[src/sfs_pkg.sv]
// ----------------------------------------------------------------------------
// sfs_pkg
// Shared constants, register codes and interface types of the symmetric
// FIR smoothing block.
// ----------------------------------------------------------------------------
package sfs_pkg;

    localparam int MAX_HALF_WIDTH_DEF = 4;
    localparam int SAMPLE_BITS_DEF    = 16;

    localparam int WEIGHT_BITS     = 10;
    localparam int WEIGHT_COUNT    = 5;
    localparam int WEIGHT_IDX_W    = 3;
    localparam int HALF_WIDTH_BITS = 3;

    localparam int APB_ADDR_W = 5;
    localparam int APB_DATA_W = 32;

    localparam logic [HALF_WIDTH_BITS-1:0] HALF_WIDTH_RST = 3'd2;
    localparam logic [WEIGHT_BITS-1:0]     WEIGHT_RST     = 10'sd1;

    typedef enum logic [2:0] {
        REG_HALF_WIDTH   = 3'd0,
        REG_CAUSAL_MODE  = 3'd1,
        REG_WEIGHT_CTR   = 3'd2,
        REG_WEIGHT_ONE   = 3'd3,
        REG_WEIGHT_TWO   = 3'd4,
        REG_WEIGHT_THREE = 3'd5,
        REG_WEIGHT_FOUR  = 3'd6
    } reg_idx_t;

    typedef struct packed {
        logic [HALF_WIDTH_BITS-1:0]                  half_width;
        logic                                        causal_mode;
        logic [WEIGHT_COUNT-1:0][WEIGHT_BITS-1:0]    weight;
    } cfg_t;

    typedef struct packed {
        logic load;
        logic mac_step;
        logic div_init;
        logic div_step;
        logic out_load;
    } dp_cmd_t;

    typedef struct packed {
        logic last_tap;
        logic div_last;
    } dp_status_t;

endpackage

[src/sfs_ctrl.sv]
// ----------------------------------------------------------------------------
// sfs_ctrl
// Sequencer: tap accumulation, serial divide and output register handshake.
// ----------------------------------------------------------------------------
module sfs_ctrl
    import sfs_pkg::*;
(
    input  logic       clk,
    input  logic       rst_n,
    input  logic       in_valid,
    output logic       in_ready,
    output logic       out_valid,
    input  logic       out_ready,
    input  dp_status_t status,
    output dp_cmd_t    cmd
);

    typedef enum logic [2:0] {
        S_IDLE,
        S_MAC,
        S_DIV_INIT,
        S_DIVIDE,
        S_FINISH
    } state_t;

    state_t state_reg;
    state_t state_next;
    logic   out_valid_reg;
    logic   out_valid_next;
    logic   slot_free;

    assign slot_free = !out_valid_reg || out_ready;

    always_comb
    begin
        state_next     = state_reg;
        out_valid_next = out_valid_reg && !out_ready;
        cmd            = '0;
        case (state_reg)
            S_IDLE:
            begin
                if (in_valid)
                begin
                    cmd.load   = 1'b1;
                    state_next = S_MAC;
                end
            end
            S_MAC:
            begin
                cmd.mac_step = 1'b1;
                if (status.last_tap)
                begin
                    state_next = S_DIV_INIT;
                end
            end
            S_DIV_INIT:
            begin
                cmd.div_init = 1'b1;
                state_next   = S_DIVIDE;
            end
            S_DIVIDE:
            begin
                cmd.div_step = 1'b1;
                if (status.div_last)
                begin
                    state_next = S_FINISH;
                end
            end
            S_FINISH:
            begin
                if (slot_free)
                begin
                    cmd.out_load   = 1'b1;
                    out_valid_next = 1'b1;
                    state_next     = S_IDLE;
                end
            end
            default:
            begin
                state_next = S_IDLE;
            end
        endcase
    end

    always_ff @(posedge clk or negedge rst_n)
    begin
        if (!rst_n)
        begin
            state_reg     <= S_IDLE;
            out_valid_reg <= 1'b0;
        end
        else
        begin
            state_reg     <= state_next;
            out_valid_reg <= out_valid_next;
        end
    end

    assign in_ready  = (state_reg == S_IDLE);
    assign out_valid = out_valid_reg;

    a_accept_starts_mac: assert property (@(posedge clk) disable iff (!rst_n)
        in_valid && in_ready |=> state_reg == S_MAC)
        else $error("accepted transfer did not start accumulation");

    a_mac_holds: assert property (@(posedge clk) disable iff (!rst_n)
        state_reg == S_MAC && !status.last_tap |=> state_reg == S_MAC)
        else $error("accumulation left before last tap");

    a_divide_holds: assert property (@(posedge clk) disable iff (!rst_n)
        state_reg == S_DIVIDE && !status.div_last |=> state_reg == S_DIVIDE)
        else $error("divide left before last step");

    a_finish_delivers: assert property (@(posedge clk) disable iff (!rst_n)
        state_reg == S_FINISH && slot_free |=> out_valid_reg && state_reg == S_IDLE)
        else $error("result not registered on free output slot");

endmodule

[src/sfs_datapath.sv]
// ----------------------------------------------------------------------------
// sfs_datapath
// Delay line, shared multiply-accumulate, restoring divider and saturating
// output register.
// ----------------------------------------------------------------------------
module sfs_datapath
    import sfs_pkg::*;
#(
    parameter int MAX_HALF_WIDTH = MAX_HALF_WIDTH_DEF,
    parameter int SAMPLE_BITS    = SAMPLE_BITS_DEF
)
(
    input  logic                          clk,
    input  logic                          rst_n,
    input  cfg_t                          cfg,
    input  dp_cmd_t                       cmd,
    output dp_status_t                    status,
    input  logic signed [SAMPLE_BITS-1:0] sample_in,
    output logic signed [SAMPLE_BITS-1:0] smoothed,
    output logic                          zero_weight_error
);

    localparam int NT    = 2 * MAX_HALF_WIDTH + 1;
    localparam int TAP_W = $clog2(NT);
    localparam int HW_W  = $clog2(MAX_HALF_WIDTH + 1);
    localparam int ACC_W = SAMPLE_BITS + WEIGHT_BITS + TAP_W;
    localparam int WS_W  = WEIGHT_BITS + TAP_W;
    localparam int CNT_W = $clog2(ACC_W);

    localparam logic [CNT_W-1:0] CNT_LAST = CNT_W'(ACC_W - 1);
    localparam logic [ACC_W-1:0] Q_POS_LIM = ACC_W'((64'd1 << (SAMPLE_BITS - 1)) - 64'd1);
    localparam logic [ACC_W-1:0] Q_NEG_LIM = ACC_W'(64'd1 << (SAMPLE_BITS - 1));
    localparam logic [SAMPLE_BITS-1:0] S_MAX = {1'b0, {(SAMPLE_BITS - 1){1'b1}}};
    localparam logic [SAMPLE_BITS-1:0] S_MIN = {1'b1, {(SAMPLE_BITS - 1){1'b0}}};

    logic [SAMPLE_BITS-1:0] hist_reg [NT];
    logic [TAP_W-1:0]       tap_reg;
    logic signed [ACC_W-1:0] acc_reg;
    logic signed [WS_W-1:0]  wsum_reg;
    logic [ACC_W-1:0]       quo_reg;
    logic [WS_W-1:0]        rem_reg;
    logic [WS_W-1:0]        divisor_reg;
    logic                   neg_reg;
    logic                   zero_reg;
    logic [CNT_W-1:0]       cnt_reg;
    logic [SAMPLE_BITS-1:0] smoothed_reg;
    logic                   zero_out_reg;

    logic [HW_W-1:0]        h_eff;
    logic [TAP_W-1:0]       h_tap;
    logic [TAP_W-1:0]       last_tap;
    logic [TAP_W-1:0]       pos;
    logic [TAP_W-1:0]       tap_dist;
    logic [WEIGHT_IDX_W-1:0] widx;
    logic signed [WEIGHT_BITS-1:0] w;
    logic signed [SAMPLE_BITS-1:0] s;
    logic signed [SAMPLE_BITS+WEIGHT_BITS-1:0] prod;
    logic [ACC_W-1:0]       acc_mag;
    logic [WS_W-1:0]        wsum_mag;
    logic [WS_W:0]          shifted;
    logic [WS_W:0]          diff;
    logic [SAMPLE_BITS-1:0] q_low;
    logic [SAMPLE_BITS-1:0] result;

    // effective half width and tap geometry
    always_comb
    begin
        if (int'(cfg.half_width) > MAX_HALF_WIDTH)
        begin
            h_eff = HW_W'(MAX_HALF_WIDTH);
        end
        else
        begin
            h_eff = HW_W'(cfg.half_width);
        end
        h_tap    = TAP_W'(h_eff);
        last_tap = cfg.causal_mode ? h_tap : TAP_W'(h_tap << 1);
        if (tap_reg <= h_tap)
        begin
            pos      = h_tap - tap_reg;
            tap_dist = h_tap - tap_reg;
        end
        else
        begin
            pos      = '0;
            tap_dist = tap_reg - h_tap;
        end
        widx = (int'(tap_dist) > WEIGHT_COUNT - 1) ? WEIGHT_IDX_W'(WEIGHT_COUNT - 1)
                                                   : WEIGHT_IDX_W'(tap_dist);
    end

    assign w    = $signed(cfg.weight[widx]);
    assign s    = $signed(hist_reg[pos]);
    assign prod = w * s;

    assign acc_mag  = acc_reg[ACC_W-1] ? ACC_W'(-acc_reg) : ACC_W'(acc_reg);
    assign wsum_mag = wsum_reg[WS_W-1] ? WS_W'(-wsum_reg) : WS_W'(wsum_reg);

    assign shifted = {rem_reg, quo_reg[ACC_W-1]};
    assign diff    = shifted - {1'b0, divisor_reg};

    // sign, saturation and zero-weight handling of the quotient magnitude
    assign q_low = quo_reg[SAMPLE_BITS-1:0];
    always_comb
    begin
        if (zero_reg)
        begin
            result = '0;
        end
        else if (neg_reg)
        begin
            result = (quo_reg > Q_NEG_LIM) ? S_MIN : SAMPLE_BITS'(-q_low);
        end
        else
        begin
            result = (quo_reg > Q_POS_LIM) ? S_MAX : q_low;
        end
    end

    always_ff @(posedge clk or negedge rst_n)
    begin
        if (!rst_n)
        begin
            for (int i = 0; i < NT; i++)
            begin
                hist_reg[i] <= '0;
            end
        end
        else if (cmd.load)
        begin
            hist_reg[0] <= sample_in;
            for (int i = 1; i < NT; i++)
            begin
                hist_reg[i] <= hist_reg[i-1];
            end
        end
    end

    always_ff @(posedge clk)
    begin
        if (cmd.load)
        begin
            tap_reg  <= '0;
            acc_reg  <= '0;
            wsum_reg <= '0;
        end
        else if (cmd.mac_step)
        begin
            tap_reg  <= tap_reg + TAP_W'(1);
            acc_reg  <= acc_reg + ACC_W'(prod);
            wsum_reg <= wsum_reg + WS_W'(w);
        end

        if (cmd.div_init)
        begin
            quo_reg     <= acc_mag;
            rem_reg     <= '0;
            divisor_reg <= wsum_mag;
            neg_reg     <= acc_reg[ACC_W-1] ^ wsum_reg[WS_W-1];
            zero_reg    <= (wsum_reg == '0);
            cnt_reg     <= '0;
        end
        else if (cmd.div_step)
        begin
            cnt_reg <= cnt_reg + CNT_W'(1);
            if (!diff[WS_W])
            begin
                rem_reg <= diff[WS_W-1:0];
                quo_reg <= {quo_reg[ACC_W-2:0], 1'b1};
            end
            else
            begin
                rem_reg <= shifted[WS_W-1:0];
                quo_reg <= {quo_reg[ACC_W-2:0], 1'b0};
            end
        end

        if (cmd.out_load)
        begin
            smoothed_reg <= result;
            zero_out_reg <= zero_reg;
        end
    end

    assign status.last_tap = (tap_reg == last_tap);
    assign status.div_last = (cnt_reg == CNT_LAST);

    assign smoothed          = $signed(smoothed_reg);
    assign zero_weight_error = zero_out_reg;

endmodule

[src/symmetric_fir_smoothing.sv]
// ----------------------------------------------------------------------------
// symmetric_fir_smoothing
// Normalised symmetric FIR smoothing filter with APB register port.
// ----------------------------------------------------------------------------
// Operation: the accepted sample is accumulated over T taps, where T is the
//   tap count (2*h+1, or h+1 causal), then divided over W quotient bits, where
//   W = SAMPLE_BITS+10+clog2(2*MAX_HALF_WIDTH+1) is the divide length (30 by default).
// Throughput is set by the one-bit-per-cycle divider and the single shared
//   multiply-accumulate; a new sample waits until the last result is registered.
// Reset: delay line zeroed; half width 2, symmetric, all weights 1.
module symmetric_fir_smoothing
    import sfs_pkg::*;
#(
    parameter int MAX_HALF_WIDTH = MAX_HALF_WIDTH_DEF,
    parameter int SAMPLE_BITS    = SAMPLE_BITS_DEF
)
(
    input  logic                          clk,
    input  logic                          rst_n,
    input  logic                          psel,
    input  logic                          penable,
    input  logic                          pwrite,
    input  logic [APB_ADDR_W-1:0]         paddr,
    input  logic [APB_DATA_W-1:0]         pwdata,
    output logic [APB_DATA_W-1:0]         prdata,
    output logic                          pready,
    input  logic signed [SAMPLE_BITS-1:0] sample_in,
    input  logic                          in_valid,
    output logic                          in_ready,
    output logic signed [SAMPLE_BITS-1:0] smoothed,
    output logic                          zero_weight_error,
    output logic                          out_valid,
    input  logic                          out_ready
);

    logic [HALF_WIDTH_BITS-1:0]               half_width_reg;
    logic                                     causal_mode_reg;
    logic [WEIGHT_COUNT-1:0][WEIGHT_BITS-1:0] weight_reg;
    logic                                     wr_en;
    reg_idx_t                                 idx;
    cfg_t                                     cfg;
    dp_cmd_t                                  cmd;
    dp_status_t                               status;

    assign pready = 1'b1;
    assign wr_en  = psel && penable && pwrite;
    assign idx    = reg_idx_t'(paddr[APB_ADDR_W-1:2]);

    always_ff @(posedge clk or negedge rst_n)
    begin
        if (!rst_n)
        begin
            half_width_reg  <= HALF_WIDTH_RST;
            causal_mode_reg <= 1'b0;
            for (int i = 0; i < WEIGHT_COUNT; i++)
            begin
                weight_reg[i] <= WEIGHT_RST;
            end
        end
        else if (wr_en)
        begin
            case (idx)
                REG_HALF_WIDTH:   half_width_reg  <= pwdata[HALF_WIDTH_BITS-1:0];
                REG_CAUSAL_MODE:  causal_mode_reg <= pwdata[0];
                REG_WEIGHT_CTR:   weight_reg[0]   <= pwdata[WEIGHT_BITS-1:0];
                REG_WEIGHT_ONE:   weight_reg[1]   <= pwdata[WEIGHT_BITS-1:0];
                REG_WEIGHT_TWO:   weight_reg[2]   <= pwdata[WEIGHT_BITS-1:0];
                REG_WEIGHT_THREE: weight_reg[3]   <= pwdata[WEIGHT_BITS-1:0];
                REG_WEIGHT_FOUR:  weight_reg[4]   <= pwdata[WEIGHT_BITS-1:0];
                default:
                begin
                end
            endcase
        end
    end

    always_comb
    begin
        case (idx)
            REG_HALF_WIDTH:   prdata = APB_DATA_W'(half_width_reg);
            REG_CAUSAL_MODE:  prdata = APB_DATA_W'(causal_mode_reg);
            REG_WEIGHT_CTR:   prdata = APB_DATA_W'(weight_reg[0]);
            REG_WEIGHT_ONE:   prdata = APB_DATA_W'(weight_reg[1]);
            REG_WEIGHT_TWO:   prdata = APB_DATA_W'(weight_reg[2]);
            REG_WEIGHT_THREE: prdata = APB_DATA_W'(weight_reg[3]);
            REG_WEIGHT_FOUR:  prdata = APB_DATA_W'(weight_reg[4]);
            default:          prdata = '0;
        endcase
    end

    assign cfg.half_width  = half_width_reg;
    assign cfg.causal_mode = causal_mode_reg;
    assign cfg.weight      = weight_reg;

    sfs_ctrl u_ctrl (
        .clk       (clk),
        .rst_n     (rst_n),
        .in_valid  (in_valid),
        .in_ready  (in_ready),
        .out_valid (out_valid),
        .out_ready (out_ready),
        .status    (status),
        .cmd       (cmd)
    );

    sfs_datapath #(
        .MAX_HALF_WIDTH (MAX_HALF_WIDTH),
        .SAMPLE_BITS    (SAMPLE_BITS)
    ) u_datapath (
        .clk               (clk),
        .rst_n             (rst_n),
        .cfg               (cfg),
        .cmd               (cmd),
        .status            (status),
        .sample_in         (sample_in),
        .smoothed          (smoothed),
        .zero_weight_error (zero_weight_error)
    );

endmodule

[config.mk]
export PLATFORM = sky130hd
export DESIGN_NAME = symmetric_fir_smoothing
export DESIGN_NICKNAME = d
export VERILOG_FILES = /design/src/sfs_pkg.sv /design/src/sfs_ctrl.sv /design/src/sfs_datapath.sv /design/src/symmetric_fir_smoothing.sv
export SDC_FILE = /design/constraint.sdc
export NUM_CORES = 1
export LEC_CHECK = 0
export CORE_ASPECT_RATIO = 0.7
export CORE_MARGIN = 10
export CORE_UTILIZATION = 40
export DETAILED_ROUTE_END_ITERATION = 8
export DONT_BUFFER_PORTS = 1
export PLACE_DENSITY_LB_ADDON = 0.08
export SLEW_MARGIN = 20
export SYNTH_ARGS = -nofsm -noshare
export SYNTH_HDL_FRONTEND = slang
export SYNTH_SLANG_ARGS = --single-unit
export TNS_END_PERCENT = 10
[constraint.sdc]
create_clock -name clk -period 9.1 [get_ports clk]
set_clock_uncertainty 0.2 [all_clocks]
set_input_delay 0.455 -clock clk [delete_from_list [all_inputs] [get_ports clk]]
set_output_delay 0.455 -clock clk [all_outputs]
set_load 0.05 [all_outputs]
## Yosys cells after proc, flatten, opt, wreduce, memory -nomap -nowiden

Index checks and enable logic that the tools add are counted.

| storage, ports and cells | value |
|---|---|
| register bits | 332 |
| input bits | 60 |
| output and inout bits | 52 |
| logic and storage cells | 118 |

| operators by class | value |
|---|---|
| add/subtract/negate cells | 10 |
| multiply operators | 1 |
| $lt $le $gt $ge | 7 |
| eq/ne operators | 16 |
| multiplexer cells | 34 |
| bitwise gates (word level) | 2 |
| reduce and logical (&&, ||, !) cells | 18 |

Operators by type and width:

| operator | count |
|---|---|
| 30-bit 2-to-1 mux | 3 |
| 16-bit 2-to-1 mux | 5 |
| 10-bit one-hot mux with 7 select lines | 1 |
| 16-bit binary-select mux with 4-bit select | 1 |
| 30-bit by 26-bit adder with 30-bit output | 1 |
| 10-bit binary-select mux with 3-bit select | 1 |
| 30-bit by 15-bit greater-than comparator with 1-bit output, second input constant | 1 |
| 30-bit by 16-bit greater-than comparator with 1-bit output, second input constant | 1 |
| 30-bit negator | 1 |
| 10-bit by 16-bit multiplier with 26-bit output | 1 |
| 3-bit 2-to-1 mux | 6 |
| 16-bit negator | 1 |
| 3-bit one-hot mux with 5 select lines | 1 |
| 15-bit by 14-bit subtractor with 15-bit output | 1 |
| 14-bit by 10-bit adder with 14-bit output | 1 |
| 14-bit zero test | 1 |
| 14-bit 2-to-1 mux | 1 |
| 14-bit negator | 1 |
| 2-bit AND reduction | 7 |
| 13-bit 2-to-1 mux | 1 |
| 3-bit by 2-bit equality test with 1-bit output, second input constant | 4 |
| 3-bit equality test, second input constant | 4 |
| 4-bit 2-to-1 mux | 3 |
| 1-bit 2-to-1 mux | 10 |
| 23 further kinds | 30 |

## Depth between registers and ports, before layout

Gate-level depths: netlist (run 1).

| logic depth | value |
|---|---|
| depth in word-level cells | 10 |
| mapped depth | 39 |
| depth with buffers taken out | 37 |

## Modules after synthesis

A second synthesis (run 1) with hierarchy kept.

| unflattened totals | value |
|---|---|
| cells, all modules | 2497 |
| area total of the unflattened synthesis | 25298.0 µm² |

Modules (own cells, without submodules):

| module | instances | cells an instance | area an instance (µm²) | sequential area each (µm²) |
|---|---|---|---|---|
| sfs_datapath | 1 | 2269 | 22348.9 | 6836.6 |
| symmetric_fir_smoothing | 1 | 203 | 2706.3 | 1358.8 |
| sfs_ctrl | 1 | 25 | 242.7 | 100.1 |

## Least setup slack after synthesis (run 1)

No wires, ideal clock.

| path | value |
|---|---|
| path type | register to register |
| from | register half_width_reg[2] |
| to | register u_datapath.acc_reg[21] |
| setup time | 0.132 ns |
| arrival | 8.408 ns |
| data required time | 8.768 ns |
| path slack | 0.359 ns |
| stages on the path, launching flop included | 37 |
| buffers on the path | 2 |
| period minus slack after synthesis | 8.741 ns |
| cells stage by stage | dfrtp_1 -> inv_1 -> nand2_1 -> inv_1 -> ha_1 -> inv_1 -> fa_1 -> a21o_1 -> a21o_1 -> mux2i_1 -> xnor2_1 -> o211a_1 -> and2_1 -> clkbuf_1 -> mux2i_1 -> a21o_1 -> mux2i_1 -> clkbuf_1 -> nand2_1 -> fa_1 -> fa_1 -> inv_1 -> fa_1 -> fa_1 -> inv_1 -> fa_1 -> inv_1 -> ha_1 -> or3_1 -> or2_2 -> a311o_1 -> a21o_1 -> a211oi_1 -> nor2_1 -> or3_1 -> nand3_1 -> a21oi_1 |

| on the way | value |
|---|---|
| word-level cells in the longest chain between the ends | 10 |
| elaborated cells on any way between the ends | 17 |
| those cells by class | add/sub (3); mul (1); order compare (3); mux (9); bitwise (1) |

Ends and longest elaborated chain:

| element | line | RTL |
|---|---|---|
| start, declared | symmetric_fir_smoothing.sv:36 | `logic [HALF_WIDTH_BITS-1:0] half_width_reg;` |
| start signal, assigned | symmetric_fir_smoothing.sv:63 | `REG_HALF_WIDTH: half_width_reg <= pwdata[HALF_WIDTH_BITS-1:0];` |
| 3-bit greater-than comparator | sfs_datapath.sv:68 | `if (int'(cfg.half_width) > MAX_HALF_WIDTH)` |
| 3-bit 2-to-1 mux (*) | sfs_datapath.sv:68 |  |
| 4-bit by 3-bit subtractor with 4-bit output (tied with other cells) | sfs_datapath.sv:86 | `tap_dist = tap_reg - h_tap;` |
| 4-bit 2-to-1 mux | sfs_datapath.sv:78 | `if (tap_reg <= h_tap)` |
| 4-bit by 3-bit greater-than comparator with 1-bit output / 4-bit NOT with 5-bit output (equally long branches) | sfs_datapath.sv:88, sfs_datapath.sv:93 |  |
| 3-bit 2-to-1 mux / 16-bit binary-select mux with 4-bit select (equally long branches) | sfs_datapath.sv:88, sfs_datapath.sv:93 |  |
| 10-bit binary-select mux with 3-bit select / 16-bit 2-to-1 mux (equally long branches) | sfs_datapath.sv:92, sfs_datapath.sv:93 |  |
| 10-bit 2-to-1 mux (not written as such) / 16-bit 2-to-1 mux (equally long branches) | sfs_datapath.sv:92, sfs_datapath.sv:93 |  |
| 10-bit by 16-bit multiplier with 26-bit output (*) | sfs_datapath.sv:94 | `assign prod = w * s;` |
| 30-bit by 26-bit adder with 30-bit output (*) | sfs_datapath.sv:150 | `acc_reg <= acc_reg + ACC_W'(prod);` |
| end signal, assigned | sfs_datapath.sv:150 |  |
| end, declared | sfs_datapath.sv:38 | `logic signed [ACC_W-1:0] acc_reg;` |

Mark *: on every way between the ends. The rest lies on a longest branch, timed or not. The select of a mux whose other input is x is not followed.
A chain may end at the register's enable or synchronous reset.

## Worst setup path in the final report (run 1)

Ends and elaborated chain as after synthesis.

==> results_dict.tcl, run 1 <==
set metrics [dict create \
    synth.top_cell.area_share_pct 20.1 \
    place_area_mm2 0.0257 \
    area_growth_syn_to_fin_pct 13.0 \
    report.final.hold_viol_count 0 \
    ys_ff_latch 332 \
    finalMaxSlewViolations 0 \
    setup-violations-final 0 \
    post_synth_instance_area_mm2 0.0244 \
    ys_async_sr_fraction_pct 60.8 \
    placementRows 75 \
    grt_first_pass_wirelength_mm 100 \
    first_iter_violations 1194 \
    largest_register_ffs 144 \
    route.final.wire_length_mm 62.0 \
    timing_worst_slew_pin_value_ps 1030 \
    grt_setup_unrepaired "false" \
    area.sequential_mm2 0.00830 \
    die_area_mm2 0.0715 \
    syn_inst 2510 \
    worst_skew_pair.late_latency_ps 580 \
    netlist_top_cells_area "sky130_fd_sc_hd__dfrtp_1, sky130_fd_sc_hd__fa_1, sky130_fd_sc_hd__mux2_2" \
    first_global_vias 18315 \
    max_clk_rate_mhz 116 \
    globalRouteOverflowTotal 0 \
    finalWorstPathRequiredPeriod_ps 8620 \
    timing.setup.tns_ps 0 \
    ys_seq_area_share_pct 33.9 \
    final_net_count 2916 \
    footprint_of_the_multi_input_gates_mm2 0.0147 \
    maximum_number_of_pins_on_one_net_before_global_route_repair 203 \
    starting_density_of_the_core_pct 40.6 \
    buffer_ports.inserted 0 \
    synth_top_family_by_area "adder cells" \
    antenna_found_initial 0 \
    clkSinkCount 332 \
    critPathSlowestCell "sky130_fd_sc_hd__fa_1" \
    drv.max_cap_violation_count 0 \
    timing.critical_path.required_ps 9300 \
    yosys.area_share.simple_pct 12.5 \
    finalInstanceArea_mm2 0.0276 \
    wl_per_cell_um 18.2 \
    worstSetupStartpointType "flip-flop" \
    clk_root_buffer_cell "sky130_fd_sc_hd__clkbuf_16" \
    critPathArrivalTime_ps 8820 \
    max_slew_headroom_at_the_worst_pin_pct 31.1 \
    globalRouteTotalUtil_pct 17.3 \
    critical_path_class "reg2reg" \
    tritoncts "built" \
    filler_cell_count 5757 \
    cts.clk_slew.worst_paths_ps 60 \
    die_y_um 227 \
    htree_levels 2 \
    synth_edf_count 63 \
    post_route_cells_drive_above_1_share_pct 16.1 \
    numCtsBuffers 39 \
    dp_hpwl_mm 44.2 \
    post_synthesis_compound_gate_area_fraction_pct 10.7 \
    synthesis.yosys.warnings 0 \
    yosys.area_share.adder_pct 20.7 \
    ioPinCount 112 \
    netlist.top_cell.by_area "sky130_fd_sc_hd__dfrtp_1" \
    core_region_area_mm2 0.0602 \
    timing.final.crit_share_pct 94.7 \
    synth_xor_area_share_pct 3.44 \
    critPathMaxStageDelay_ps 560 \
    vias 17867 \
    ys_dominant_reg_cell "sky130_fd_sc_hd__dfrtp_1" \
    worst_hold_path_type "in2reg" \
    cts_max_path_buffers 3 \
    gp_congestion 0.830 \
    multiplexer_share_of_the_synthesized_area_pct 11.5 \
    syn-mean-instance-area_um2 9.74 \
    postRouteAntennaNets 0 \
    yosys.cell_types.count 65 \
    worst_setup_path_end_kind "flip-flop" \
    routed_via_density 5.26 \
    detail_route.first_pass.iterations 5 \
    run_status "finished clean" \
    cp_max_fo 23 \
    route.detailed.drc 0 \
    die_width_um 315 \
]
-- what timing repair did --
| item | 4_1_cts | 5_1_grt |
|---|---|---|
| hold buffers | 31 | 0 |
| hold endpoints to repair | 274 | 0 |
| resized for setup | 1 | 42 |
| gates cloned | 0 | 3 |
| buffers inserted | 0 | 9 |
| setup endpoints to repair | 1 | 12 |
| pin swaps | 0 | 19 |
-- final cells by class --
| cell class | instances | area share [%] |
|---|---|---|
| Clock buffer | 53 | 3.91 |
| Tap cell | 808 | 3.66 |
| Sequential cell | 332 | 30.0 |
| Timing Repair Buffer | 119 | 4.14 |
| Antenna cell | 1 | 0.00906 |
| Clock inverter | 18 | 0.766 |
| Inverter | 304 | 4.13 |
| Multi-Input combinational cell | 1764 | 53.3 |
-- worst max-delay path, delay by kind of cell (launching register included) --
kind | cells | cell delay [ps]
DFF | 1 | 350
adders and majority gates | 8 | 3170
AOI/OAI and AO/OA | 8 | 1880
and+or+nand+nor | 9 | 1660
buffers and inverters | 9 | 1170
-- layout by cell type (no fill, tap or decap), types with 47 or more instances in the layout --
cell	Yosys	routed
sky130_fd_sc_hd__a21oi_1	162	158
sky130_fd_sc_hd__buf_4	23	75
sky130_fd_sc_hd__dfrtp_1	196	196
sky130_fd_sc_hd__dfxtp_1	67	67
sky130_fd_sc_hd__edfxtp_1	63	63
sky130_fd_sc_hd__fa_1	182	178
sky130_fd_sc_hd__ha_1	114	112
sky130_fd_sc_hd__inv_1	303	302
sky130_fd_sc_hd__mux2_2	205	202
sky130_fd_sc_hd__nand2_1	305	302
sky130_fd_sc_hd__nand3_1	47	47
sky130_fd_sc_hd__nor2_1	152	151
sky130_fd_sc_hd__o21ai_0	79	77
sky130_fd_sc_hd__xnor2_1	55	54
-- cell families (layout without fill, tap and decap cells) --
logic type | Yosys count | count (layout)
flip-flops | 332 | 332
other | 2 | 24
AO/OA/AOI/OAI | 416 | 416
adder cells (fa/ha/maj) | 296 | 296
XOR/XNOR | 96 | 96
multiplexers | 250 | 251
buffers and inverters | 436 | 494
AND/OR/NAND/NOR | 682 | 682
-- routing by layer --
metal	up-vias	track usage [%]	share of wire, %
met2	308	26.2	43
met3	66	2.33	4.7
li1	8499	-	-
met1	8994	25.7	51
met5	-	0	0
met4	0	3.95	1.5
-- cells in the mapped netlist (all sizes together) (4+ instances only) --
cell type  count
o221ai         5
a22o           9
nand3         47
o21a          11
ha           114
or3           32
o31a           5
o31ai         24
a311oi        15
dfstp          6
nor3          25
a22oi         14
o21ai         80
nand4          6
o21bai         5
nand2b        17
a21oi        162
nor2         152
xnor2         55
and3           8
o41ai          8
nand2        305
dfrtp        196
o22ai          6
dfxtp         67
buf           33
and2          43
xor2          41
mux4           5
clkbuf        99
edfxtp        63
a31oi          9
inv          304
a221o          7
nor3b          4
a211oi        17
or2            6
or4            5
nor2b         22
fa           182
mux2i         40
mux2         205
a21o          19
nor4           7
-- worst paths after layout --
kind	endpoint	slack [ps]	cells past startpoint	startpoint
min	causal_mode_reg$_DFFE_PN0P_	60	3	paddr[2]
min reg2reg	u_datapath.rem_reg[10]$_SDFFE_PP0P_	280	2	u_datapath.rem_reg[10]$_SDFFE_PP0P_
max in group asynchronous	u_datapath.hist_reg[12]$_DFFE_PN0P_	7430	3	rst_n
max reg2reg	u_datapath.acc_reg[21]$_SDFFE_PP0P_	480	34	half_width_reg[2]$_DFFE_PN0P_
max	u_datapath.acc_reg[21]$_SDFFE_PP0P_	480	34	half_width_reg[2]$_DFFE_PN0P_
min in group asynchronous	cfg[7]$_DFFE_PN0P_	220	2	rst_n
-- per-stage QoR --
| stage | util (%) | worst slack (ps) | cells | hold WS, ps |
|---|---|---|---|---|
| finish | 45.8 | 479 | 3399 | 57.9 |
| CTS | 45.3 | 46.8 | 3385 | 22.9 |
| global placement | 42.6 | 147 | 3283 | -27.2 |
| global route | 45.8 | 9.57 | 3398 | 67.6 |
| detailed placement | 42.6 | 40.7 | 3283 | -27.2 |
| floorplan | - | 359 | 2531 | -40.6 |
Power of run 1 is not shown: default switching activity piles up to over one toggle a cycle in this logic, so the estimate is an artifact.
==> run 2, diff against run 1 <==
Settings changed: SYNTH_HIERARCHICAL from default to 1.
==> run 2 against run 1 <==
Against the previous run: critical path type unchanged; area after synthesis rose by 3.5%; via count rose by 3.1%; sequential cell count did not move; setup slack got worse by 97 ps.
==> results_dict.tcl, run 2 <==
set metrics [dict create \
    worst_skew_pair.late_latency_ps 580 \
    place_area_mm2 0.0267 \
    timing.critical_path.required_ps 9380 \
    largest_register_ffs 144 \
    yosys.cell_types.count 105 \
    area.sequential_mm2 0.00830 \
    numPlacedInstances 3324 \
    syn-mean-instance-area_um2 10.1 \
    depth_of_the_most_critical_reg_to_reg_path 30 \
    die_y_um 230 \
    worst_reg2reg_path_startpoint "half_width_reg[1]$_DFFE_PN1P_" \
    timing.final.crit_share_pct 95.8 \
    route.final.wire_length_mm 66.0 \
    timing.critical_path.to "u_datapath/acc_reg[29]$_SDFFE_PP0P_" \
    critical_path_class "reg2reg" \
    first_iter_violations 1168 \
    htree_levels 2 \
    max_clk_rate_mhz 115 \
    globalRouteOverflowTotal 0 \
    post_synth_instance_area_mm2 0.0253 \
    cp_max_fo 8 \
    cts.clk_slew.worst_paths_ps 70 \
    cp-startpoint "half_width_reg[1]$_DFFE_PN1P_" \
    area_growth_syn_to_fin_pct 12.6 \
    synthesis.yosys.warnings 6 \
    ioPinCount 112 \
    placementRows 77 \
    regToRegSetupSlack_ps 380 \
    run_status "finished clean" \
    layout.cells.most_common "sky130_fd_sc_hd__inv_1" \
    worst_hold_path_type "in2reg" \
    ys_seq_area_share_pct 32.8 \
    most_used_cells_in_the_layout_excluding_fill_and_tap_cells "sky130_fd_sc_hd__inv_1, sky130_fd_sc_hd__nand2_1, sky130_fd_sc_hd__mux2_2" \
    die_area_mm2 0.0739 \
    report.final.hold_viol_count 0 \
    drv.max_cap_violation_count 0 \
    footprint_of_the_multi_input_gates_mm2 0.0154 \
    finalInstanceArea_mm2 0.0285 \
    netlist_top_cells_count "sky130_fd_sc_hd__inv_1, sky130_fd_sc_hd__nand2_1, sky130_fd_sc_hd__mux2_2, sky130_fd_sc_hd__dfrtp_1, sky130_fd_sc_hd__nor2_1" \
    maximum_number_of_pins_on_one_net_before_global_route_repair 203 \
    first_global_vias 18873 \
    syn_inst 2497 \
    buffer_ports.inserted 0 \
    antenna_found_initial 2 \
    starting_density_of_the_core_pct 40.2 \
    worst_setup_path_end_kind "flip-flop" \
    routed.top_layer "met4" \
    final_util_pct 45.3 \
    routedLengthMet1_mm 33.5 \
    setup-violations-final 0 \
    routed-wl-met2_mm 28.1 \
    netlist_top_cells_area "sky130_fd_sc_hd__dfrtp_1, sky130_fd_sc_hd__fa_1, sky130_fd_sc_hd__mux2_2" \
    post_route_cells_drive_above_1_share_pct 18.4 \
    met3_wirelength_mm 3.41 \
    synth_edf_count 63 \
    timing_worst_slew_pin_value_ps 1160 \
    clkSinkCount 332 \
    synth.top_cell.area_share_pct 19.4 \
    yosysMostFrequentCell "sky130_fd_sc_hd__inv_1" \
    finalWorstPathRequiredPeriod_ps 8720 \
    layoutNonFillerInstCount 3446 \
    tritoncts "built" \
    grt_first_pass_wirelength_mm 106 \
    max_slew_headroom_at_the_worst_pin_pct 24.3 \
    routed_via_density 5.35 \
    netlist.top_cell.by_area "sky130_fd_sc_hd__dfrtp_1" \
    route.detailed.drc 0 \
    gp_congestion 0.867 \
    worstSetupStartpointType "flip-flop" \
    critPathSlowestCell "sky130_fd_sc_hd__dfstp_2" \
    core_region_area_mm2 0.0629 \
    filler_cell_count 5988 \
    numCtsBuffers 38 \
    critPathArrivalTime_ps 9000 \
    wl_per_cell_um 19.1 \
    finalMaxSlewViolations 0 \
    final_net_count 2942 \
    clk_root_buffer_cell "sky130_fd_sc_hd__clkbuf_16" \
    postRouteAntennaNets 0 \
    ys_dominant_reg_cell "sky130_fd_sc_hd__dfrtp_1" \
    critPathMaxStageDelay_ps 590 \
    dp_hpwl_mm 49.6 \
    detail_route.first_pass.iterations 5 \
    vias 18422 \
    globalRouteTotalUtil_pct 17.8 \
    worst_path_most_repeated_cell "sky130_fd_sc_hd__fa_1" \
    reg2reg_to "u_datapath/acc_reg[29]$_SDFFE_PP0P_" \
    die_width_um 321 \
    ys_async_sr_fraction_pct 60.8 \
    ys_ff_latch 332 \
    cts_max_path_buffers 3 \
]
-- run 2: changes by cell type after synthesis, moves of 15 or more --
cell / delta
sky130_fd_sc_hd__o21ai_0: -27
sky130_fd_sc_hd__nor2_1: +36
sky130_fd_sc_hd__a31oi_1: +28
sky130_fd_sc_hd__nand3_1: -22
sky130_fd_sc_hd__a21oi_1: -69
sky130_fd_sc_hd__clkbuf_1: -38
sky130_fd_sc_hd__a211oi_1: +24
sky130_fd_sc_hd__nor2b_1: +15
sky130_fd_sc_hd__a221oi_1: +19
sky130_fd_sc_hd__nand2_1: -89
sky130_fd_sc_hd__buf_2: +22
-- run 2: kinds of logic (layout without fill, tap and decap cells) --
| kind of cell | count (synthesis) | count (layout) | share of synthesized area (%) |
|---|---|---|---|
| compound gates | 422 | 423 | 12.5 |
| xor+xnor | 85 | 85 | 2.94 |
| fa+ha+maj | 296 | 296 | 20.1 |
| buf+inv | 429 | 524 | 7.10 |
| flops | 332 | 332 | 32.8 |
| mux | 261 | 261 | 11.6 |
| other cells | 2 | 26 | 0.0297 |
| simple gates | 670 | 670 | 13.0 |
-- run 2: layout make-up --
cell class                 count  share of cell area, %
inverter                     296                   3.90
antenna                        3                 0.0263
tap                          829                   3.64
sequential                   332                   29.1
clock buffer                  55                   3.74
timing repair buffer         160                   5.01
multi-input combinational   1758                   54.1
clock inverter                13                  0.426
-- run 2: worst min path at each step --
stage | end | startpoint | slack, ps | depth (start not counted)
final | half_width_reg[0]$_DFFE_PN0P_ | paddr[3] | 40 | 2
after global routing | half_width_reg[1]$_DFFE_PN1P_ | paddr[3] | 40 | 2
after CTS | half_width_reg[1]$_DFFE_PN1P_ | paddr[3] | 3 | 2
after detailed placement | cfg[18]$_DFFE_PN0P_ | rst_n | -30 | 0
after global placement | cfg[18]$_DFFE_PN0P_ | rst_n | -30 | 0
after floorplan | causal_mode_reg$_DFFE_PN0P_ | rst_n | -40 | 0
-- run 2: metal layers --
layer,GRT usage (%),up-vias
met1,26.6,9292
li1,-,8747
met4,3.66,0
met5,0,-
met2,26.6,320
met3,3.36,63
-- run 2: critical path, delay by kind of cell (launching register included) --
family | cells | cell delay [ps]
flops | 1 | 590
simple gates | 5 | 970
compound gates | 12 | 3020
buf+inv | 6 | 750
fa+ha+maj | 7 | 3080
-- run 2: timing repair --
item / 4_1_cts / 5_1_grt
endpoints found under the hold margin: 275 / 0
resized for setup: 0 / 20
endpoints found under the setup margin: 0 / 12
hold buffers: 32 / 0
setup buffers: 0 / 17
-- run 2: through the flow --
stage / setup TNS, ps / hold slack, ps / setup WS, ps
5_1_grt: -19.6 / 42.8 / -19.6
6_report: 0 / 36.0 / 382
3_5_place_dp: 0 / -30.3 / 126
2_1_floorplan: 0 / -40.6 / 770
3_3_place_gp: 0 / -30.7 / 125
4_1_cts: 0 / 2.59 / 73.4
Power of run 2 is left out for the same reason.
